$ cat src/sv/scu_pkg.sv
// ----------------------------------------------------------------------------
// scu_pkg
// shared types and codes of the stack calculator unit
// ----------------------------------------------------------------------------
package scu_pkg;

	localparam int DEF_STACK_DEPTH = 8;
	localparam int DEF_WORD_BITS   = 32;

	// operation codes
	localparam logic [2:0] OP_PUSH = 3'd0;
	localparam logic [2:0] OP_POP  = 3'd1;
	localparam logic [2:0] OP_DUP  = 3'd2;
	localparam logic [2:0] OP_ADD  = 3'd3;
	localparam logic [2:0] OP_SUB  = 3'd4;
	localparam logic [2:0] OP_MUL  = 3'd5;
	localparam logic [2:0] OP_DIV  = 3'd6;

	// status codes
	localparam logic [1:0] STS_OK    = 2'd0;
	localparam logic [1:0] STS_OVER  = 2'd1;
	localparam logic [1:0] STS_UNDER = 2'd2;
	localparam logic [1:0] STS_DIVZ  = 2'd3;

	typedef struct packed {
		logic [2:0]         op;
		logic signed [31:0] value;
	} cmd_t;

	typedef struct packed {
		logic signed [31:0] popped_value;
		logic signed [31:0] top_value;
		logic [3:0]         depth;
		logic [1:0]         status;
	} rsp_t;

endpackage

$ cat src/sv/stack_calculator_unit.sv
// ----------------------------------------------------------------------------
// stack_calculator_unit
// rpn stack calculator with bit-serial multiply and divide
// ----------------------------------------------------------------------------
// Each command beat carries one operation on a stack of STACK_DEPTH signed
// words and yields exactly one response beat with the popped word, the new
// top, the depth and a status. Push, pop, duplicate, add, subtract and any
// command that fails its depth check go through accept, execute and load
// response before the next command is accepted. Multiply and divide insert
// serial steps between execute and load response, one bit per cycle:
// multiply as a shift-add over the multiplier bits, divide as a restoring
// division that develops one quotient bit per cycle, followed by a sign fix
// and a second stack write for the remainder.
// The stack lives in a small memory with one write port and two registered
// read ports that always look at the top two entries. A response waiting in
// the output register does not block the next command; the unit only stalls
// at its final step until the response register is free.
// ----------------------------------------------------------------------------
module stack_calculator_unit #(
	parameter int STACK_DEPTH = scu_pkg::DEF_STACK_DEPTH,
	parameter int WORD_BITS   = scu_pkg::DEF_WORD_BITS
) (
	input  logic          clk,
	input  logic          arst_n,
	input  logic          cmd_valid,
	output logic          cmd_ready,
	input  scu_pkg::cmd_t cmd,
	output logic          rsp_valid,
	input  logic          rsp_ready,
	output scu_pkg::rsp_t rsp
);

	localparam int W  = WORD_BITS;
	localparam int IW = $clog2(STACK_DEPTH);
	localparam int FW = $clog2(STACK_DEPTH + 1);
	localparam int CW = $clog2(WORD_BITS);

	typedef enum logic [6:0] {
		ST_IDLE = 7'b0000001,
		ST_EXEC = 7'b0000010,
		ST_MUL  = 7'b0000100,
		ST_DIV  = 7'b0001000,
		ST_FIX  = 7'b0010000,
		ST_WR2  = 7'b0100000,
		ST_DONE = 7'b1000000
	} state_t;

	state_t state_q;

	// stack storage and its registered read ports
	logic [W-1:0]  mem [STACK_DEPTH];
	logic [W-1:0]  rd_top_q;
	logic [W-1:0]  rd_sec_q;
	logic          we;
	logic [IW-1:0] waddr;
	logic [W-1:0]  wdata;

	// fill count and derived indexes
	logic [FW-1:0] fill_q;
	logic [IW-1:0] top_idx;
	logic [IW-1:0] sec_idx;
	logic [IW-1:0] push_idx;
	logic          empty;
	logic          full;
	logic          few;

	// captured command
	logic [2:0]    op_q;
	logic [W-1:0]  imm_q;

	// serial multiply registers
	logic [W-1:0]  mcand_q;
	logic [W-1:0]  mplier_q;
	logic [W-1:0]  acc_q;
	logic [W-1:0]  acc_next;

	// serial divide registers
	logic [W-1:0]  dq_q;
	logic [W-1:0]  rem_q;
	logic [W-1:0]  ub_q;
	logic          qneg_q;
	logic          rneg_q;
	logic [W:0]    shifted;
	logic          ge;
	logic [W-1:0]  rem_next;
	logic [W-1:0]  mag_a;
	logic [W-1:0]  mag_b;
	logic [W-1:0]  q_fix;
	logic [W-1:0]  r_fix;

	logic [W-1:0]  arith;
	logic [W-1:0]  cur_top;
	logic [CW-1:0] cnt_q;

	// response staging and output register
	scu_pkg::rsp_t res_q;
	scu_pkg::rsp_t rsp_q;
	logic          rsp_valid_q;
	logic          slot_free;

	assign cmd_ready = (state_q == ST_IDLE);
	assign rsp_valid = rsp_valid_q;
	assign rsp       = rsp_q;
	assign slot_free = !rsp_valid_q || rsp_ready;

	assign top_idx  = IW'(fill_q - FW'(1));
	assign sec_idx  = IW'(fill_q - FW'(2));
	assign push_idx = IW'(fill_q);
	assign empty    = (fill_q == '0);
	assign full     = (fill_q == FW'(STACK_DEPTH));
	assign few      = (fill_q < FW'(2));

	// top as seen before the operation, zero on an empty stack
	assign cur_top = empty ? '0 : rd_top_q;

	// combinational add or subtract of below and top
	assign arith = (op_q == scu_pkg::OP_SUB) ? (rd_sec_q - rd_top_q) : (rd_sec_q + rd_top_q);

	// shift-add step, multiplier consumed lsb first
	assign acc_next = mplier_q[0] ? (acc_q + mcand_q) : acc_q;

	// restoring divide step, dividend consumed msb first
	assign shifted  = {rem_q, dq_q[W-1]};
	assign ge       = (shifted >= {1'b0, ub_q});
	assign rem_next = ge ? W'(shifted - {1'b0, ub_q}) : W'(shifted);

	// magnitudes of the operands and signed results
	assign mag_a = rd_sec_q[W-1] ? (W'(0) - rd_sec_q) : rd_sec_q;
	assign mag_b = rd_top_q[W-1] ? (W'(0) - rd_top_q) : rd_top_q;
	assign q_fix = qneg_q ? (W'(0) - dq_q) : dq_q;
	assign r_fix = rneg_q ? (W'(0) - rem_q) : rem_q;

	// stack write port
	always_comb begin
		we    = 1'b0;
		waddr = push_idx;
		wdata = imm_q;
		case (state_q)
			ST_EXEC: begin
				case (op_q)
					scu_pkg::OP_PUSH: begin
						we = !full;
					end
					scu_pkg::OP_DUP: begin
						we    = !empty && !full;
						wdata = rd_top_q;
					end
					scu_pkg::OP_ADD, scu_pkg::OP_SUB: begin
						we    = !few;
						waddr = sec_idx;
						wdata = arith;
					end
					default: begin
						we = 1'b0;
					end
				endcase
			end
			ST_MUL: begin
				we    = (cnt_q == '0);
				waddr = sec_idx;
				wdata = acc_next;
			end
			ST_FIX: begin
				we    = 1'b1;
				waddr = sec_idx;
				wdata = q_fix;
			end
			ST_WR2: begin
				we    = 1'b1;
				waddr = top_idx;
				wdata = rem_q;
			end
			default: begin
				we = 1'b0;
			end
		endcase
	end

	always_ff @(posedge clk) begin
		if (we) begin
			mem[waddr] <= wdata;
		end
		rd_top_q <= mem[top_idx];
		rd_sec_q <= mem[sec_idx];
	end

	// control: sequencer, fill count, bit counter, response valid
	always_ff @(posedge clk or negedge arst_n) begin
		if (!arst_n) begin
			state_q     <= ST_IDLE;
			fill_q      <= '0;
			cnt_q       <= '0;
			rsp_valid_q <= 1'b0;
		end else begin
			if (state_q == ST_DONE && slot_free) begin
				rsp_valid_q <= 1'b1;
			end else if (rsp_ready) begin
				rsp_valid_q <= 1'b0;
			end
			case (state_q)
				ST_IDLE: begin
					if (cmd_valid) begin
						state_q <= ST_EXEC;
					end
				end
				ST_EXEC: begin
					state_q <= ST_DONE;
					case (op_q)
						scu_pkg::OP_PUSH: begin
							if (!full) begin
								fill_q <= fill_q + FW'(1);
							end
						end
						scu_pkg::OP_POP: begin
							if (!empty) begin
								fill_q <= fill_q - FW'(1);
							end
						end
						scu_pkg::OP_DUP: begin
							if (!empty && !full) begin
								fill_q <= fill_q + FW'(1);
							end
						end
						scu_pkg::OP_ADD, scu_pkg::OP_SUB: begin
							if (!few) begin
								fill_q <= fill_q - FW'(1);
							end
						end
						scu_pkg::OP_MUL: begin
							if (!few) begin
								state_q <= ST_MUL;
								cnt_q   <= CW'(W - 1);
							end
						end
						scu_pkg::OP_DIV: begin
							if (!few && rd_top_q != '0) begin
								state_q <= ST_DIV;
								cnt_q   <= CW'(W - 1);
							end
						end
						default: begin
							state_q <= ST_DONE;
						end
					endcase
				end
				ST_MUL: begin
					cnt_q <= cnt_q - CW'(1);
					if (cnt_q == '0) begin
						fill_q  <= fill_q - FW'(1);
						state_q <= ST_DONE;
					end
				end
				ST_DIV: begin
					cnt_q <= cnt_q - CW'(1);
					if (cnt_q == '0) begin
						state_q <= ST_FIX;
					end
				end
				ST_FIX: begin
					state_q <= ST_WR2;
				end
				ST_WR2: begin
					state_q <= ST_DONE;
				end
				ST_DONE: begin
					if (slot_free) begin
						state_q <= ST_IDLE;
					end
				end
				default: begin
					state_q <= ST_IDLE;
				end
			endcase
		end
	end

	// datapath
	always_ff @(posedge clk) begin
		if (state_q == ST_IDLE) begin
			op_q  <= cmd.op;
			imm_q <= W'($unsigned(cmd.value));
		end
		if (state_q == ST_DONE && slot_free) begin
			rsp_q <= res_q;
		end
		case (state_q)
			ST_EXEC: begin
				// operands for the serial units, used only when one starts
				mcand_q  <= rd_sec_q;
				mplier_q <= rd_top_q;
				acc_q    <= '0;
				dq_q     <= mag_a;
				rem_q    <= '0;
				ub_q     <= mag_b;
				qneg_q   <= rd_sec_q[W-1] ^ rd_top_q[W-1];
				rneg_q   <= rd_sec_q[W-1];

				// unchanged stack unless an arm below says otherwise
				res_q.popped_value <= '0;
				res_q.top_value    <= 32'(cur_top);
				res_q.depth        <= 4'(fill_q);
				res_q.status       <= scu_pkg::STS_OK;
				case (op_q)
					scu_pkg::OP_PUSH: begin
						if (full) begin
							res_q.status <= scu_pkg::STS_OVER;
						end else begin
							res_q.top_value <= 32'(imm_q);
							res_q.depth     <= 4'(fill_q + FW'(1));
						end
					end
					scu_pkg::OP_POP: begin
						if (empty) begin
							res_q.status <= scu_pkg::STS_UNDER;
						end else begin
							res_q.popped_value <= 32'(rd_top_q);
							res_q.top_value    <= few ? '0 : 32'(rd_sec_q);
							res_q.depth        <= 4'(fill_q - FW'(1));
						end
					end
					scu_pkg::OP_DUP: begin
						if (empty) begin
							res_q.status <= scu_pkg::STS_UNDER;
						end else if (full) begin
							res_q.status <= scu_pkg::STS_OVER;
						end else begin
							res_q.depth <= 4'(fill_q + FW'(1));
						end
					end
					scu_pkg::OP_ADD, scu_pkg::OP_SUB: begin
						if (few) begin
							res_q.status <= scu_pkg::STS_UNDER;
						end else begin
							res_q.top_value <= 32'(arith);
							res_q.depth     <= 4'(fill_q - FW'(1));
						end
					end
					scu_pkg::OP_MUL: begin
						if (few) begin
							res_q.status <= scu_pkg::STS_UNDER;
						end
					end
					scu_pkg::OP_DIV: begin
						if (few) begin
							res_q.status <= scu_pkg::STS_UNDER;
						end else if (rd_top_q == '0) begin
							res_q.status <= scu_pkg::STS_DIVZ;
						end
					end
					default: begin
						res_q.status <= scu_pkg::STS_OK;
					end
				endcase
			end
			ST_MUL: begin
				acc_q    <= acc_next;
				mcand_q  <= {mcand_q[W-2:0], 1'b0};
				mplier_q <= {1'b0, mplier_q[W-1:1]};
				if (cnt_q == '0) begin
					res_q.top_value <= 32'(acc_next);
					res_q.depth     <= 4'(fill_q - FW'(1));
				end
			end
			ST_DIV: begin
				dq_q  <= {dq_q[W-2:0], ge};
				rem_q <= rem_next;
			end
			ST_FIX: begin
				// quotient goes below now, remainder on top next cycle
				rem_q           <= r_fix;
				res_q.top_value <= 32'(r_fix);
			end
			default: begin
				acc_q <= acc_q;
			end
		endcase
	end

endmodule

$ cat config.mk
export PLATFORM = sky130hd
export DESIGN_NAME = stack_calculator_unit
export DESIGN_NICKNAME = d
export VERILOG_FILES = /design/src/sv/scu_pkg.sv /design/src/sv/stack_calculator_unit.sv
export SDC_FILE = /design/constraint.sdc
export NUM_CORES = 1
export LEC_CHECK = 0
export BUFFER_PORTS_ARGS = -buffer_cell sky130_fd_sc_hd__buf_2
export CAP_MARGIN = 15
export CORE_UTILIZATION = 40
export DETAILED_ROUTE_END_ITERATION = 12
export GPL_TIMING_DRIVEN = 0
export MAX_ROUTING_LAYER = met4
export PLACE_DENSITY_LB_ADDON = 0.3
export SLEW_MARGIN = 20
export SYNTH_ARGS = -nofsm -noshare
export SYNTH_HDL_FRONTEND = slang
export SYNTH_SLANG_ARGS = --single-unit
export TNS_END_PERCENT = 20
$ cat constraint.sdc
create_clock -name clk -period 7.83 [get_ports clk]
set_input_delay 0.3915 -clock clk [delete_from_list [all_inputs] [get_ports clk]]
set_output_delay 0.3915 -clock clk [all_outputs]
set_load 0.02 [all_outputs]
# == Word-level counts from Yosys, hierarchy flattened ==
# Memories as Yosys holds them, arrays and structs flattened. A register that Yosys moved wholly into a read port is not among the register bits.
# Index checks and enable logic that the tools add are counted.
# classes
addsub,12
reduce_logical,30
bitwise_logic,2
order_cmp,2
n_mux,59
n_eq_ne,25
# ops
operator,count
32-bit case mux with 2 select lines,5
32-bit case mux with 3 select lines,3
32-bit 2-to-1 mux,8
36-bit 2-to-1 mux,4
32-bit case mux with 4 select lines,1
1-bit by 32-bit subtractor with 32-bit output (first input constant),4
32-bit adder,2
32-bit subtractor,2
7-bit case mux with 7 select lines,1
7-bit 2-to-1 mux,6
33-bit by 32-bit greater-or-equal comparator with 1-bit output,1
32-bit logical NOT,1
4-bit case mux with 4 select lines,2
32-bit nonzero test,1
31-bit 2-to-1 mux,1
4-bit 2-to-1 mux,6
5-bit case mux with 2 select lines,2
4-bit case mux with 2 select lines,2
3-bit inequality test (second input constant),5
7-bit case mux with 2 select lines,1
2-bit 2-to-1 mux,5
5-bit 2-to-1 mux,2
2-bit case mux with 5 select lines,1
2-bit OR reduction,5
other kinds (37),59
# totals
memories,1
elab_cells,154
ramBits,256
ff_bits,386
output_inout_bits,72
input_bits,39
# mem_list
name,words,width,read_ports,rd_clocked_by_memory_dff,write_ports,line_no,source
mem,8,32,2,2,1,stack_calculator_unit.sv:51,logic [W-1:0] mem [STACK_DEPTH];

# == Longest topological paths before layout ==
# Gate-level depths: netlist of the first run.
# depth
word_depth,7
mapped_depth,20
ltp_nobuf,19

# == Least setup slack after synthesis of the first run ==
# OpenSTA, ideal clock, no wires.
# synth_timing
kind,register to register
from,reg fill_q[0]
to,mem mem[5][0] (netlist name) (enable)
required_time_ns,7.317
arrival_ns,6.162
path_stages_with_launch,11
slack_ns,1.155
synth_period_minus_slack_ns,6.675
path_cell_list,dfrtp_1 -> clkbuf_1 -> clkbuf_1 -> clkbuf_1 -> inv_1 -> ha_1 -> clkbuf_1 -> clkbuf_1 -> o22ai_1 -> a31oi_1 -> nor4b_1
# synth_between
elab_chain_len,7
word_cells_on_any_way,15
classes_between,2 x add/sub; 1 x order compare; 1 x eq/ne; 6 x mux; 5 x reduce/logical
# synth_rtl
item,line_no,source
from (decl),stack_calculator_unit.sv:59,logic [FW-1:0] fill_q;
from (signal assigned),stack_calculator_unit.sv:211,fill_q <= fill_q + FW'(1);
from (signal assigned),stack_calculator_unit.sv:216,fill_q <= fill_q - FW'(1);
from (signal assigned),stack_calculator_unit.sv:221,fill_q <= fill_q + FW'(1);
branches (longest 7 deep; another with 4-bit by 2-bit less-than comparator with 1-bit output),--,
to (decl),stack_calculator_unit.sv:51,
# Parallel ways; which one is timed is not known.

# == Final worst setup path of the first run ==
# layout_timing
from,"reg rd_top_q[1], read port of mem"
to,mem mem[7][25] (netlist name) (data pin)
# layout_between
elab_chain_len,4
word_cells_on_any_way,5
classes_between,2 x add/sub; 3 x mux
# layout_rtl
item,line_no,source
from (decl),stack_calculator_unit.sv:52,logic [W-1:0] rd_top_q;
32-bit adder or 32-bit subtractor (tied branches),stack_calculator_unit.sv:117,assign arith = (op_q == scu_pkg::OP_SUB) ? (rd_sec_q - rd_top_q) : (rd_sec_q + rd_top_q);
32-bit 2-to-1 mux *,stack_calculator_unit.sv:117,
32-bit case mux with 2 select lines *,stack_calculator_unit.sv:140,case (op_q)
32-bit case mux with 4 select lines *,stack_calculator_unit.sv:138,case (state_q)
via wdata[25],stack_calculator_unit.sv:56,logic [W-1:0] wdata;
# The timed path passes the listed nets; every way through them passes the cells marked *.

==> results by group, run 1 <==
GRT
  – First-pass GRT wire length: about 210000 µm
  – Global-route usage over all layers: between 30% and 40%
  – Initial antenna violation count: 4
  – Vias in the first global route: slightly below 30000
  – Largest net degree at the start of global routing: 60
  – Gr ovfl total: 0

Routing
  – Routed Antenna Nets: 0
  – Drt pass-1 iters: 7
  – DR top layer: met4
  – Vias per inst: around 6.1
  – Wire length on met3: between 15000 and 20000 µm
  – Overall routed net length: 145000 µm
  – First DRT Iteration DRCs: between 4000 and 5000
  – Post-DR wirelength/cell: approximately 30 µm
  – DRC Markers: 0
  – M1 wire length: roughly 58000 µm
  – Via count: approximately 30000
  – Met2 wire len: roughly 64000 µm

Clock tree
  – Clk Latency, worst-skew pair: approximately 0.67 ns
  – CTS Sinks: 706
  – Clk slew on worst S/H paths: approximately 0.060 ns
  – Resized cells post-CTS: 0
  – Post CTS Setup Buffer Count: 0
  – TritonCTS Buffers: 80
  – Clock Path Buffers: 3
  – Root buf cell: clkbuf_16
  – H-Tree Depth: 3
  – CTS tree: done
  – CTS Hold Bufs: 37

STA
  – Final WS setup: roughly 0.56 ns
  – Fmax: 0.137 GHz
  – Skew final: ~0.037 ns
  – Hold Slack: around 0.13 ns
  – Fin crit period: 7.27 ns
  – Pins Over Slew Limit: 0
  – Final setup vio count: 0
  – Final TNS setup: 0 ns
  – Least-Margin Pin Slew: about 1.3 ns
  – RSZ-0062 raised after global routing: false
  – Slew headroom: around 15%
  – Tcrit/Tclk final: between 90% and 100%
  – Final Hold Viols: 0

Setup path
  – R2R Path Start: rd_top_q[1]$_DFF_P_
  – Setup crit end kind: register
  – Worst Path Arrival: 7.59 ns
  – Slowest stage delay, CP: between 0.7 and 0.8 ns
  – Reg-to-reg endpoint: mem[7][25]$_DFFE_PP_
  – Setup slack, reg-to-reg: 0.56 ns
  – Kind of critical path: reg -> reg
  – Worst Setup Start Kind: register
  – CP dominant cell by count: nand2_1
  – CP Max Fanout: 8
  – FF-to-FF path depth: 19
  – Cell Chain, Critical Path: inv_1 -> ha_1 -> or3b_2 -> nor4_2 -> nand3_1 -> or3_1 -> nand2_1 -> xor2_1 -> ha_1 -> clkbuf_1 -> nand2_1 -> o21ai_0 -> nor2_1 -> a21oi_1 -> nand2_1 -> o21ai_0 -> xor2_1 -> a221oi_1 -> a21oi_1
  – Worst path slowest cell: a21oi_1
  – Req. time, crit path: approximately 8.1 ns

Placement
  – Setup slack after placement: 0.970 ns
  – Post-DP HPWL: approximately 110000 µm
  – GPL Wtd Cong: around 1.0
  – Port bufs: 110
  – Dpl cell area: around 0.04 mm²
  – Post-placement cell count: approximately 4700

Logic synthesis
  – Mapped cell area: just under 0.04 mm²
  – Yosys cell types: 87
  – Top FF cell, synth: edfxtp_1
  – Flops & latches, synth: between 700 and 800
  – Post-synth EDFFs: about 630
  – Net count after synthesis: 3440
  – Fraction of registers with async set/reset: approximately 2.4%
  – Mapped Cells: about 3300
  – Avg Inst Size Synth: roughly 12 µm²
  – Synth warnings: 0
  – Post-synthesis sequential area ratio: about 53%

Power
  – Power per cell area: about 500 mW/mm²
  – Leakage: 16.1 nW
  – VDD IR max: roughly 210 µV

Floorplanning
  – Top Ports: 111
  – Initial core utilization: slightly above 40%
  – Die height: around 310 µm
  – Core Rows: about 110
  – Die ar.: between 0.09 and 0.1 mm²
  – Core region area: roughly 0.095 mm²
  – Die Wd: 312 µm

Layout
  – Cell area after layout: between 0.04 and 0.05 mm²
  – Layout cell share with drive strength beyond 1: about 15%
  – Synth-to-layout area growth: 15.0%
  – Post-route insts no fill: approximately 5000
  – Final #Nets: 3718

Worst hold path
  – Hold EP: rsp_valid$_DFFE_PN0P_
  – Hold Startpoint: rsp_ready
  – Hold path depth: 3
  – Hold Crit Class: in -> reg

Run
  – Max cap viols: 0

Outcome
  – Status: finished clean
## cell usage after synthesis (11+ instances only)
library cell | number | area, µm²
edfxtp_1 | 625 | 18800
nand2_1 | 413 | 1550
a21oi_1 | 223 | 1120
nor2_1 | 209 | 785
clkbuf_1 | 161 | 604
o21ai_0 | 153 | 766
mux4_2 | 128 | 2880
xnor2_1 | 119 | 1040
xor2_1 | 115 | 1010
ha_1 | 105 | 1310
inv_1 | 89 | 334
mux2_2 | 70 | 788
dfxtp_1 | 64 | 1280
o31ai_1 | 47 | 353
nand3_1 | 46 | 230
a21o_1 | 42 | 315
and2_1 | 38 | 238
mux2i_1 | 36 | 360
or3_1 | 35 | 219
nor3_1 | 34 | 170
a221oi_1 | 33 | 289
buf_1 | 32 | 120
o22ai_1 | 28 | 175
a31oi_1 | 25 | 156
o21ai_1 | 24 | 120
a22oi_1 | 22 | 165
a211oi_1 | 20 | 150
and3_1 | 20 | 125
o21a_1 | 20 | 150
or4_1 | 18 | 135
a221o_1 | 17 | 170
nand2b_1 | 17 | 106
nand4_1 | 17 | 106
a222oi_1 | 16 | 160
dfrtp_1 | 16 | 400
o211ai_1 | 16 | 120
nor4_1 | 14 | 87.6
o41ai_1 | 13 | 114
nor2b_1 | 12 | 75.1
o21bai_1 | 11 | 82.6
## registers in the layout (all words and copies together) (netlist names), 5 cells and up
signal,count
rsp,70
mplier_q,32
rd_top_q,32
cnt_q,5
acc_q,32
dq_q,32
mcand_q,32
state_q,7
rem_q,32
imm_q,32
ub_q,32
res_q,70
rd_sec_q,32
mem,256
## layout by cell type, fill, tap and decap left out, types with 35 or more instances in the layout
| cell | synthesis | routed |
|---|---|---|
| a21o_1 | 42 | 42 |
| a21oi_1 | 223 | 223 |
| and2_1 | 38 | 38 |
| buf_2 | 7 | 132 |
| clkbuf_1 | 161 | 177 |
| clkbuf_16 | 0 | 82 |
| dfxtp_1 | 64 | 64 |
| dlygate4sd3_1 | 0 | 37 |
| edfxtp_1 | 625 | 625 |
| ha_1 | 105 | 105 |
| inv_1 | 89 | 88 |
| mux2_2 | 70 | 70 |
| mux2i_1 | 36 | 36 |
| mux4_2 | 128 | 128 |
| nand2_1 | 413 | 411 |
| nand3_1 | 46 | 45 |
| nor2_1 | 209 | 207 |
| o21ai_0 | 153 | 151 |
| o31ai_1 | 47 | 47 |
| or3_1 | 35 | 35 |
| xnor2_1 | 119 | 119 |
| xor2_1 | 115 | 115 |
## kinds of logic after synthesis
family / count (synthesis) / synth area share (%)
DFF: 706 / 53.2
xor gates and xnor gates: 234 / 5.32
and+or+nand+nor: 915 / 10.9
muxes: 234 / 10.5
adders and majority gates: 108 / 3.57
buffers and inverters: 295 / 2.95
AOI/OAI and AO/OA: 801 / 13.6
## where the power goes
group,internal (mW),switching [mW]
logic,4.05,7.25
clock network,2.26,1.61
registers,5.57,0.930
total,11.9,9.79
## final cells by class
cell class,count,area [µm²]
timing repair buffer,196,1390
clock buffer,105,2190
multi-input combinational,2292,17000
buffer,204,802
sequential,706,20500
fill,8731,50900
inverter,91,349
clock inverter,44,495
tap,1265,1580
antenna,5,12.5
## per-layer routing
layer	GRT usage, %	vias up
met5	-	-
met4	15.2	0
met3	6.03	345
met2	44.6	1719
met1	39.5	14963
li1	-	13112
## worst max path at each step
stage	slack, ns	to	from
2_1_floorplan	1.15	mem[5][0]$_DFFE_PP_	fill_q[0]$_DFFE_PN0P_
4_1_cts	0.94	mem[6][25]$_DFFE_PP_	rd_top_q[1]$_DFF_P_
3_5_place_dp	0.97	mem[6][25]$_DFFE_PP_	rd_top_q[1]$_DFF_P_
3_3_place_gp	-4.31	mem[5][24]$_DFFE_PP_	fill_q[0]$_DFFE_PN0P_
5_1_grt	0.56	mem[1][25]$_DFFE_PP_	rd_top_q[1]$_DFF_P_
6_report	0.56	mem[7][25]$_DFFE_PP_	rd_top_q[1]$_DFF_P_
## worst max-delay path, delay by kind of cell, from the launching register on
family	cells	cell delay (ns)
adders and majority gates	2	0.64
AOI/OAI and AO/OA	5	2.29
buffers and inverters	2	0.61
DFF	1	0.43
xor gates and xnor gates	2	0.41
and+or+nand+nor	8	2.55
## through the flow
step,utilization (%),total power [mW]
5_1_grt,46.5,22.5
6_report,46.5,21.7
3_5_place_dp,43.3,17.4
4_1_cts,46.5,21.3
2_1_floorplan,-,13.4
3_3_place_gp,42.7,17.4
No activity file was read; power rests on OpenSTA's default activity.
==> inputs of run 2 (changes only) <==
--- a/config.mk
+++ b/config.mk
@@ -7,6 +7,8 @@
 export LEC_CHECK = 0
 export BUFFER_PORTS_ARGS = -buffer_cell sky130_fd_sc_hd__buf_2
 export CAP_MARGIN = 15
+export CELL_PAD_IN_SITES_DETAIL_PLACEMENT = 0
+export CELL_PAD_IN_SITES_GLOBAL_PLACEMENT = 1
 export CORE_UTILIZATION = 40
 export DETAILED_ROUTE_END_ITERATION = 12
 export GPL_TIMING_DRIVEN = 0
==> run 2 against run 1 <==
Non-clock buffer count rose by 7. Critical path type unchanged. Highest routed layer unchanged. Utilization up 0.11 points. Fmax increased by 1.7%. Die area unchanged. Sequential power is 0.6% lower. Critical path depth is 1 lower. Critical endpoint is now mem[1][25]$_DFFE_PP_.
==> results by group, run 2 (synthesized netlist as in run 1, its figures left out) <==
Outcome
  – Status: finished clean

Clock tree
  – Resized cells post-CTS: 0 (unchanged)
  – Clk slew on worst S/H paths: 0.06 ns (about the same)
  – CTS Sinks: 706 (unchanged)
  – Post CTS Setup Buffer Count: 0 (unchanged)
  – Root buf cell: clkbuf_16
  – H-Tree Depth: 3 (unchanged)
  – TritonCTS Buffers: 79 (-1.3%)
  – Clk Latency, worst-skew pair: 0.67 ns (about the same)
  – Clock Path Buffers: 3 (unchanged)
  – CTS tree: done

Layout
  – Commonest non-fill, non-tap cell in the layout: edfxtp_1
  – Biggest register: mem
  – # fillers: 8624 (-1.2%)
  – Synth-to-layout area growth: 15.3%
  – Number of flip-flops in the largest register: 256 (unchanged)
  – Layout cell share with drive strength beyond 1: 15.2% (+0.14 points)
  – Reg area: 0.0205 mm² (unchanged)
  – Multi-input gate area: 0.0170 mm² (about the same)
  – Post-route insts no fill: 4910 (+0.041%)
  – Final #Nets: 3724 (+0.16%)
  – Highest-count cells in the layout ignoring fill and taps: 625 x edfxtp_1, 411 x nand2_1, 223 x a21oi_1, 206 x nor2_1, 174 x clkbuf_1

Routing
  – Drt pass-1 iters: 8 (+1)
  – Met2 wire len: 66400 µm (+3.7%)
  – Overall routed net length: 150000 µm (+3.3%)
  – DRC Markers: 0 (unchanged)
  – M1 wire length: 61700 µm (+7.0%)
  – Wire length on met3: 13500 µm (-12%)
  – Routed Antenna Nets: 0 (unchanged)
  – Post-DR wirelength/cell: 30.5 µm (+3.3%)
  – First DRT Iteration DRCs: 4132 (-4.6%)
  – DR top layer: met4
  – Via count: 30080 (-0.20%)
  – Vias per inst: 6.13 (-0.24%)

STA
  – RSZ-0062 raised after global routing: false
  – Final TNS setup: 0 ns (unchanged)
  – Hold Slack: 0.101 ns (-0.0270 ns)
  – Skew final: 0.0205 ns (-0.0160 ns)
  – Final setup vio count: 0 (unchanged)
  – Fmax: 0.140 GHz (+1.7%)
  – Final WS setup: 0.677 ns (+0.121 ns)
  – Slew headroom: 18.8% (+4.1 points)
  – Pins Over Slew Limit: 0 (unchanged)
  – Least-Margin Pin Slew: 1.21 ns (-0.0595 ns)
  – Tcrit/Tclk final: 91.4% (-1.6 points)
  – Fin crit period: 7.15 ns (-0.121 ns)
  – Final Hold Viols: 0 (unchanged)

Floorplanning
  – Die Wd: 312 µm (unchanged)
  – Top Ports: 111 (unchanged)
  – Initial core utilization: 40.5% (unchanged)
  – Core Rows: 113 (unchanged)
  – Core region area: 0.0952 mm² (unchanged)
  – Die ar.: 0.0975 mm² (unchanged)
  – Die height: 312 µm (unchanged)

Placement
  – Port bufs: 110 (unchanged)
  – GPL Wtd Cong: 1.04 (-1.2%)
  – Post-DP HPWL: 116000 µm (+5.0%)
  – Post-placement cell count: 4722 (+0.13%)
  – Setup slack after placement: 0.989 ns (+0.0188 ns)

Power
  – VDD IR max: 232 µV (+12%)
  – Cell internal pwr: 11.9 mW (+0.60%)
  – Switching pwr: 10.0 mW (+2.3%)
  – Leakage: 16.2 nW (+0.44%)
  – Combinational group share of total power: 52.9% (+0.7 points)
  – Seq pwr share: 29.4% (-0.6 points)
  – Power per cell area: 495 mW/mm² (+1.2%)
  – Sw frac: 45.6% (+0.43 points)
  – Clock group share of total power: 17.6% (-0.2 points)

Run
  – Max cap viols: 0 (unchanged)

Setup path
  – Setup crit end kind: register
  – Worst Setup Start Kind: register
  – Kind of critical path: reg -> reg
  – FF-to-FF path depth: 18 (-1)
  – CP Max Fanout: 8 (unchanged)
  – CP startpoint: rd_top_q[0]$_DFF_P_
  – Worst Path Arrival: 7.48 ns (-0.11 ns)
  – Setup slack, reg-to-reg: 0.68 ns (+0.12 ns)
  – Req. time, crit path: 8.16 ns (+0.02 ns)
  – R2R Path Start: rd_top_q[0]$_DFF_P_
  – Reg-to-reg endpoint: mem[1][25]$_DFFE_PP_
  – CP endpoint: mem[1][25]$_DFFE_PP_

GRT
  – Vias in the first global route: 28622 (-1.2%)
  – First-pass GRT wire length: 210000 µm (+1.8%)
  – Largest net degree at the start of global routing: 54 (-10%)
  – Initial antenna violation count: 2 (-2)
  – Gr ovfl total: 0 (unchanged)
  – Global-route usage over all layers: 31.1% (+0.85 points)

Worst hold path
  – Hold Crit Class: in -> reg
-- run 2: changes by cell type in the layout (fill, tap and decap cells not counted), sizes merged --
cell | previous run | this run
bufinv | 8 | 11
buf | 198 | 207
clkbuf | 270 | 262
clkinvlp | 7 | 2
clkinv | 25 | 31
diode | 5 | 2
-- run 2: power by group through the flow --
| stage | clock [mW] | sequential, mW | combinational (mW) |
|---|---|---|---|
| global route | 4.05 | 6.49 | 12.2 |
| floorplan | 0 | 6.07 | 7.35 |
| global placement | 0 | 6.54 | 11.1 |
| detailed placement | 0 | 6.48 | 11.2 |
| CTS | 3.93 | 6.41 | 11.3 |
| finish | 3.88 | 6.46 | 11.6 |
-- run 2: stage by stage --
stage	utilization, %	instance area (µm²)	power, mW
5_1_grt	46.6	44400	22.8
4_1_cts	46.6	44300	21.6
3_5_place_dp	43.4	41300	17.7
3_3_place_gp	42.7	40600	17.6
2_1_floorplan	-	38500	13.4
6_report	46.6	44400	22.0
-- run 2: worst min-delay path by stage --
stage,startpoint,endpoint,slack (ns),cells after the start
detailed placement,arst_n,rsp_valid$_DFFE_PN0P_,0.40,1
finish,rsp_ready,rsp_valid$_DFFE_PN0P_,0.10,3
floorplan,arst_n,cnt_q[0]$_DFFE_PN0P_,0.1,0
CTS,rsp_ready,rsp_valid$_DFFE_PN0P_,0.07,3
global route,rsp_ready,rsp_valid$_DFFE_PN0P_,0.13,3
global placement,arst_n,fill_q[3]$_DFFE_PN0P_,0.39,1
-- run 2: area by class of cell --
cell class / count / share of cell area (%)
Timing Repair Buffer: 203 / 3.32
Clock buffer: 99 / 4.76
Sequential cell: 706 / 46.1
Inverter: 91 / 0.787
Multi-Input combinational cell: 2292 / 38.3
Antenna cell: 2 / 0.0113
Buffer: 204 / 1.80
Clock inverter: 48 / 1.32
Tap cell: 1265 / 3.57
-- run 2: timing repair --
item                       CTS  global route
hold buffers                37             0
setup endpoints to repair    0             0
hold endpoints to repair    52             0
-- run 2: critical path: stages (launching register included) --
cell      delay [ns]
dfxtp_1         0.48
inv_1           0.19
ha_1            0.24
or3b_2          0.55
nor4_2          0.61
nand2_1         0.27
or2_2           0.41
o31ai_1         0.25
xor2_1          0.11
ha_1            0.44
nand2_1         0.12
o21ai_0         0.49
nor2_1          0.13
a21oi_1         0.28
nand2_1         0.15
o21ai_0         0.57
xor2_1          0.43
a221oi_1        0.24
a21oi_1         0.81
-- run 2: layer usage --
layer  vias up  global-route usage, %
met3       323                   4.53
met1     14962                   41.7
met5         -                      -
met4         0                   15.3
met2      1681                   46.1
li1      13114                      -
